### config.mk
export PLATFORM = sky130hd
export DESIGN_NAME = fnst_ctrl
export DESIGN_NICKNAME = d
export VERILOG_FILES = /design/src/hw/rtl/fnst_pkg.sv /design/src/hw/rtl/fnst_ctrl.sv
export SDC_FILE = /design/constraint.sdc
export NUM_CORES = 1
export LEC_CHECK = 0
export BUFFER_PORTS_ARGS = -buffer_cell sky130_fd_sc_hd__buf_2
export CAP_MARGIN = 20
export CORE_ASPECT_RATIO = 0.8
export CORE_UTILIZATION = 43
export CTS_CLUSTER_SIZE = 20
export DETAILED_ROUTE_END_ITERATION = 10
export GPL_TIMING_DRIVEN = 1
export PLACE_DENSITY = 0.74
export SYNTH_ARGS = -nofsm -noshare
export SYNTH_HDL_FRONTEND = slang
export SYNTH_SLANG_ARGS = --single-unit
### constraint.sdc
create_clock -name clock -period 1.6 [get_ports clock]
set_clock_uncertainty 0.05 [all_clocks]
set_input_delay 0.24 -clock clock [delete_from_list [all_inputs] [get_ports clock]]
set_output_delay 0.24 -clock clock [all_outputs]
set_load 0.02 [all_outputs]
### src/hw/rtl/fnst_pkg.sv
`timescale 1ns / 1ps
// ---------------------------------------------------------------------------
// fnst_pkg
// Shared types and constants of the noise gate and silence trim unit.
// ---------------------------------------------------------------------------
package fnst_pkg;

   localparam int REQ_TDATA_W = 32;
   localparam int RSP_TDATA_W = 40;
   localparam int CSR_ADDR_W  = 3;
   localparam int CSR_DATA_W  = 17;

   localparam logic [CSR_ADDR_W-1:0] CSR_GATE_THR    = 3'd0;
   localparam logic [CSR_ADDR_W-1:0] CSR_SILENCE_THR = 3'd1;
   localparam logic [CSR_ADDR_W-1:0] CSR_ATTACK      = 3'd2;
   localparam logic [CSR_ADDR_W-1:0] CSR_RELEASE     = 3'd3;
   localparam logic [CSR_ADDR_W-1:0] CSR_HOLD        = 3'd4;
   localparam logic [CSR_ADDR_W-1:0] CSR_PREROLL     = 3'd5;

   localparam logic [14:0] GATE_THR_RESET    = 15'd492;
   localparam logic [14:0] SILENCE_THR_RESET = 15'd655;
   localparam logic [16:0] ATTACK_RESET      = 17'd6554;
   localparam logic [16:0] RELEASE_RESET     = 17'd131;
   localparam logic [7:0]  HOLD_RESET        = 8'd30;
   localparam logic [7:0]  PREROLL_RESET     = 8'd10;

   localparam logic [16:0] GAIN_ONE = 17'd65536;

   localparam logic CMD_LOAD = 1'b0;
   localparam logic CMD_READ = 1'b1;

   localparam logic KIND_LENGTH = 1'b0;
   localparam logic KIND_READ   = 1'b1;

   typedef struct packed {
      logic load;
      logic rd_req;
      logic rd_put;
      logic proc_init;
      logic frame_set;
      logic use_sil;
      logic sweep_start;
      logic sweep_gain;
      logic gain_update;
      logic frame_adv;
      logic fwd_init;
      logic set_start;
      logic bwd_init;
      logic run_update;
      logic bwd_step;
      logic finish;
      logic put_report;
   } fnst_cmd_type;

   typedef struct packed {
      logic sweep_busy;
      logic fwd_more;
      logic bwd_more;
      logic short_utt;
      logic loud;
      logic cut;
      logic rsp_free;
   } fnst_status_type;

endpackage

### src/hw/rtl/fnst_ctrl.sv
`timescale 1ns / 1ps
// ---------------------------------------------------------------------------
// fnst_ctrl
// Sequencer for loads, reads and the gate, start and tail passes.
// ---------------------------------------------------------------------------
module fnst_ctrl (
   input  logic                      clock,
   input  logic                      reset,
   input  logic                      req_tvalid,
   input  logic                      req_tuser,
   input  logic                      req_tlast,
   output logic                      req_tready,
   input  fnst_pkg::fnst_status_type status,
   output fnst_pkg::fnst_cmd_type    cmd
);
   import fnst_pkg::*;

   typedef enum logic [4:0] {
      ST_IDLE, ST_RD_PUT, ST_P_INIT, ST_P_CHK,
      ST_G_SET, ST_G_SWEEP, ST_G_WAIT, ST_G_UPD, ST_G_APPLY, ST_G_AWAIT, ST_G_NEXT,
      ST_S_SET, ST_S_SWEEP, ST_S_WAIT, ST_S_CHK,
      ST_B_INIT, ST_B_SWEEP, ST_B_WAIT, ST_B_CHK,
      ST_FIN, ST_REPORT
   } state_type;

   state_type state_ff, state_in;

   always_comb begin
      state_in   = state_ff;
      cmd        = '0;
      req_tready = 1'b0;
      case (state_ff)
         ST_IDLE: begin
            req_tready = 1'b1;
            if (req_tvalid) begin
               if (req_tuser == CMD_READ) begin
                  cmd.rd_req = 1'b1;
                  state_in   = ST_RD_PUT;
               end else begin
                  cmd.load = 1'b1;
                  if (req_tlast) begin
                     state_in = ST_P_INIT;
                  end
               end
            end
         end
         ST_RD_PUT: begin
            if (status.rsp_free) begin
               cmd.rd_put = 1'b1;
               state_in   = ST_IDLE;
            end
         end
         ST_P_INIT: begin
            cmd.proc_init = 1'b1;
            state_in      = ST_P_CHK;
         end
         ST_P_CHK: begin
            state_in = status.short_utt ? ST_FIN : ST_G_SET;
         end
         ST_G_SET: begin
            cmd.frame_set = 1'b1;
            state_in      = ST_G_SWEEP;
         end
         ST_G_SWEEP: begin
            cmd.sweep_start = 1'b1;
            state_in        = ST_G_WAIT;
         end
         ST_G_WAIT: begin
            if (!status.sweep_busy) begin
               state_in = ST_G_UPD;
            end
         end
         ST_G_UPD: begin
            cmd.gain_update = 1'b1;
            state_in        = ST_G_APPLY;
         end
         ST_G_APPLY: begin
            cmd.sweep_start = 1'b1;
            cmd.sweep_gain  = 1'b1;
            state_in        = ST_G_AWAIT;
         end
         ST_G_AWAIT: begin
            if (!status.sweep_busy) begin
               state_in = ST_G_NEXT;
            end
         end
         ST_G_NEXT: begin
            if (status.fwd_more) begin
               cmd.frame_adv = 1'b1;
               state_in      = ST_G_SET;
            end else begin
               cmd.fwd_init = 1'b1;
               state_in     = ST_S_SET;
            end
         end
         ST_S_SET: begin
            cmd.frame_set = 1'b1;
            cmd.use_sil   = 1'b1;
            state_in      = ST_S_SWEEP;
         end
         ST_S_SWEEP: begin
            cmd.sweep_start = 1'b1;
            state_in        = ST_S_WAIT;
         end
         ST_S_WAIT: begin
            if (!status.sweep_busy) begin
               state_in = ST_S_CHK;
            end
         end
         ST_S_CHK: begin
            if (status.loud) begin
               cmd.set_start = 1'b1;
               state_in      = ST_B_INIT;
            end else if (status.fwd_more) begin
               cmd.frame_adv = 1'b1;
               state_in      = ST_S_SET;
            end else begin
               state_in = ST_B_INIT;
            end
         end
         ST_B_INIT: begin
            cmd.bwd_init = 1'b1;
            state_in     = ST_B_SWEEP;
         end
         ST_B_SWEEP: begin
            cmd.sweep_start = 1'b1;
            state_in        = ST_B_WAIT;
         end
         ST_B_WAIT: begin
            if (!status.sweep_busy) begin
               state_in = ST_B_CHK;
            end
         end
         ST_B_CHK: begin
            cmd.run_update = 1'b1;
            if (status.cut || !status.bwd_more) begin
               state_in = ST_FIN;
            end else begin
               cmd.bwd_step = 1'b1;
               state_in     = ST_B_SWEEP;
            end
         end
         ST_FIN: begin
            cmd.finish = 1'b1;
            state_in   = ST_REPORT;
         end
         ST_REPORT: begin
            if (status.rsp_free) begin
               cmd.put_report = 1'b1;
               state_in       = ST_IDLE;
            end
         end
         default: begin
            state_in = ST_IDLE;
         end
      endcase
   end

   always_ff @(posedge clock) begin
      if (reset) begin
         state_ff <= ST_IDLE;
      end else begin
         state_ff <= state_in;
      end
   end

endmodule

==> key figures, run 1 <==
GRT
  • Largest net degree at the start of global routing: 14
  • Initial antenna violation count: 0

Synthesis
  • Synth area leader: dfxtp_1
  • Synth top cells by count: nor2_1, nand2_1, a21oi_1
  • Synth cell types: 47
  • Mapped Cells: 112
  • Synth Flop Type: dfxtp_1
  • Post-synth EDFFs: 0
  • Post-Syn Area per Cell: 7.03 sq um
  • Flops & latches, synth: 5
  • Most frequent cell after synthesis: nor2_1
  • Area share of the largest cell type after synthesis: 12.7%
  • Cell Area, Synth: 787 sq um
  • Syn_nets: 124
  • Async SR Flop Fraction: 0%
  • Yosys warnings: 0
  • Sequential share of the synthesized area: 12.7%
  • Synth top area cells: dfxtp_1, nor2_1, nand2b_1

Clock network
  • CTS Buffer Depth: 2
  • H-tree depth: 1
  • Clk sinks: 5
  • CTS buffer count: 3
  • Clock Root Buffer: clkbuf_4

Status
  • Fail Step: global routing (5_1_grt)
  • Run Error: [ERROR DPL-0033] detailed placement checks failed during check placement.
  • Status: stopped before the end

Floorplan
  • Initial Util: 47.0%
  • Vert. Die Dim: 40.3 microns
  • I/O pins: 30
  • Die width: 49.8 microns
  • Row cnt: 13

STA
  • Worst EP post-GRT repair: cmd[14]
  • Worst_ep kind: output port

Placed design
  • Number of port buffers: 29
  • RePlAce Congestion: 0.839
  • Post-DP HPWL: 2060 microns
-- repair_timing --
item	CTS
pin swaps	15
hold buffers	0
setup buffers	14
resized for setup	58
cloned	1
endpoints found under the setup margin	21
-- cell families after synthesis --
| kind of cell | Yosys count | share of synthesized area, % |
|---|---|---|
| simple gates | 60 | 44.5 |
| buf+inv | 13 | 8.58 |
| compound gates | 33 | 32.9 |
| flops | 5 | 12.7 |
| mux | 1 | 1.27 |
-- through the flow --
step	area (sq um)	utilization, %	setup TNS [ns]	setup WS, ns	std cells
CTS	1550	92.2	-2.20	-0.247	197
detailed placement	1190	70.9	-0.781	-0.169	178
global placement	1190	70.9	-0.359	-0.0945	178
floorplan	877	-	-0.961	-0.134	112
==> run 2, diff against run 1 <==
--- a/config.mk
+++ b/config.mk
@@ -7,12 +7,11 @@
 export LEC_CHECK = 0
 export BUFFER_PORTS_ARGS = -buffer_cell sky130_fd_sc_hd__buf_2
 export CAP_MARGIN = 20
-export CORE_ASPECT_RATIO = 0.8
-export CORE_UTILIZATION = 43
-export CTS_CLUSTER_SIZE = 20
+export CORE_AREA = 2 2 63 65
 export DETAILED_ROUTE_END_ITERATION = 10
+export DIE_AREA = 0 0 65 67
 export GPL_TIMING_DRIVEN = 1
-export PLACE_DENSITY = 0.74
+export PLACE_DENSITY_LB_ADDON = 0.15
 export SYNTH_ARGS = -nofsm -noshare
 export SYNTH_HDL_FRONTEND = slang
 export SYNTH_SLANG_ARGS = --single-unit
==> constraint.sdc (replaced) <==
create_clock -name clock -period 2.1 [get_ports clock]
set_clock_uncertainty 0.05 [all_clocks]
set_input_delay 0.315 -clock clock [delete_from_list [all_inputs] [get_ports clock]]
set_output_delay 0.315 -clock clock [all_outputs]
set_load 0.02 [all_outputs]
==> key figures, run 2 <==
Placed design
  • Post-DP HPWL: 2080 microns (+1.0%)
  • Area post-placement: 0.00102 sq mm (-14%)
  • Number of port buffers: 29 (unchanged)
  • RePlAce Congestion: 0.771 (-8.1%)

Clock network
  • CTS Buffer Depth: 2 (unchanged)
  • H-tree depth: 1 (unchanged)
  • Post-CTS Setup Bufs: 0 (-14)
  • Hold-fix buffers, CTS: 0 (unchanged)
  • Clk sinks: 5 (unchanged)
  • Clock Root Buffer: clkbuf_8
  • Clock transition at path regs: 0.04 ns
  • TritonCTS clock tree: yes
  • Clk_lat worst skew: 0.22 ns
  • CTS buffer count: 3 (unchanged)

STA
  • Fin. max-slew vios: 0
  • # setup viols final: 0
  • Final Hold Viols: 0
  • Worst slew pin tran: 0.371 ns
  • RSZ-0062 raised after global routing: false
  • Setup TNS: 0 ns
  • Period utilization: 95.6%
  • Final min period: 2.01 ns
  • Final Hold Slack: 0.272 ns
  • Worst slew margin: 74.6%
  • F_max: 498 MHz

Detailed routing
  • Via density: 5.11
  • Met1 WL: 1330 microns
  • Initial DRT Pass Iterations: 4
  • Met3 WL: 149 microns
  • DRC: 0
  • Vias: 986
  • Antenna-violating nets left: 0
  • 1st-iter DRT viols: 49
  • WL final: 2800 microns
  • Routed WL per cell: 14.5 microns
  • Max layer used: met4
  • Routed wl met2: 1280 microns

Layout
  • Fin nets: 158
  • Most common cell after layout, fill and taps aside: buf_2
  • Largest Register: state_ff
  • Largest register FFs: 5
  • Top Registers: state_ff: 5 flops
  • Antenna cells: 0
  • Area growth syn-to-layout: 38.2%
  • Share of cells above drive strength 1: 35.9%
  • Commonest cells after routing, fill and taps aside: buf_2, nor2_1, buf_4
  • Final instance area: 0.00109 sq mm

Synthesis
  • Synth top cells by count: nor2_1, nand2_1, a21oi_1
  • Flops & latches, synth: 5 (unchanged)
  • Synth top area cells: dfxtp_1, nor2_1, nand2b_1
  • Post-Syn Area per Cell: 7.03 sq um (unchanged)
  • Synth area leader: dfxtp_1
  • Mapped Cells: 112 (unchanged)
  • Synth Flop Type: dfxtp_1
  • Syn_nets: 124 (unchanged)
  • Sequential share of the synthesized area: 12.7% (unchanged)
  • Synth cell types: 47 (unchanged)
  • Cell Area, Synth: 787 sq um (unchanged)
  • Most frequent cell after synthesis: nor2_1
  • Area share of the largest cell type after synthesis: 12.7% (unchanged)
  • Async SR Flop Fraction: 0% (unchanged)
  • Yosys warnings: 0 (unchanged)
  • Post-synth EDFFs: 0 (unchanged)

GRT
  • Grt total ovfl: 0
  • Vias in the first global route: 912
  • First-pass GRT wire length: 4680 microns
  • Largest net degree at the start of global routing: 25
  • Gr usage total: 13.9%
  • Initial antenna violation count: 0

Power
  • Clock network fraction of total power: 12.9%
  • Pint: 711 uW
  • Leakage: 0.446 nW
  • Sequential Power Share: 13.2%
  • Combinational power share: 73.9%
  • Psw: 702 uW
  • Pwr Total: 1.41 mW
  • PD cells: 1300 mW/mm^2
  • Sw Share: 49.7%
  • Maximum vdd drop: 370 uV

Flow run
  • Max_cap viols: 0

Status
  • Status: finished clean

Floorplan
  • Initial Util: 21.8% (-25 points)
  • I/O pins: 30 (unchanged)
  • Die width: 65 microns (+30%)
  • Die ar.: 0.00436 sq mm
  • Core area: 0.00361 sq mm
  • Vert. Die Dim: 67 microns (+66%)
  • Row cnt: 22 (+9)

Worst setup path
  • FF-to-FF setup slack: 0.23 ns
  • Worst stage delay on the critical path: 0.44 ns
  • Max stage delay cell, worst path: or3b_1
  • Crit-path max FO: 5
  • Arrival time worst endpoint: 1.64 ns
  • Crit path capture type: output port
  • Startpoint type of the worst setup path: flip-flop
  • Cells along the critical path: or3b_1 -> nor4b_1 -> buf_2
  • CP required: 1.74 ns
  • Crit Path Class: reg -> out

Min path
  • Hold WC Path Type: in -> reg
run 2: logic make-up after synthesis:
group / count (synthesis) / share of synthesized area, %
buffers and inverters: 13 / 8.58
AO/OA/AOI/OAI: 33 / 32.9
flip-flops: 5 / 12.7
multiplexers: 1 / 1.27
AND/OR/NAND/NOR: 60 / 44.5
run 2: final cells by class:
type                            count  area, sq um
Fill cell                         411         2520
Inverter                            2         7.51
Multi-Input combinational cell     94          632
Tap cell                           48         60.1
Clock buffer                        4         45.0
Sequential cell                     5          103
Timing Repair Buffer               40          240
run 2: routing by layer:
metal / vias to the layer above / GRT usage (%)
met3: 6 / 2.87
met5: - / 0
met4: 0 / 3.99
met2: 25 / 21.1
met1: 466 / 19.6
li1: 489 / -
run 2: stage by stage:
stage | util (%) | setup slack (ns) | cells
floorplan | - | 0.0803 | 112
global placement | 28.2 | 0.182 | 189
detailed placement | 28.2 | 0.144 | 189
CTS | 29.7 | 0.000711 | 193
global route | 30.2 | 0.00770 | 193
finish | 30.2 | 0.0919 | 193
run 2: worst paths after layout:
path	end	start	depth (start not counted)
setup / recovery	cmd[14]	state_ff[0]	3
hold / removal	state_ff[4]	reset	2
setup reg to reg	state_ff[1]	state_ff[0]	5
hold reg to reg	state_ff[2]	state_ff[2]	2
run 2: worst max-delay path, delay by kind of cell (launching register included):
| kind | cells | cell delay [ns] |
|---|---|---|
| flip-flops | 1 | 0.43 |
| buffers and inverters | 1 | 0.22 |
| AND/OR/NAND/NOR | 2 | 0.77 |
run 2: power groups by stage:
stage          clock network, mW  registers (mW)  logic (mW)
6_report                   0.183           0.186        1.04
3_5_place_dp                   0           0.180       0.998
3_3_place_gp                   0           0.179        1.00
4_1_cts                    0.187           0.180        1.03
2_1_floorplan                  0           0.161       0.739
5_1_grt                    0.196           0.195        1.14
run 2: repair_timing:
item / in CTS / in global routing
resized for setup: 2 / 5
setup endpoints to repair: 3 / 9
gates cloned: 0 / 0
(Power assumes the default switching activity.)
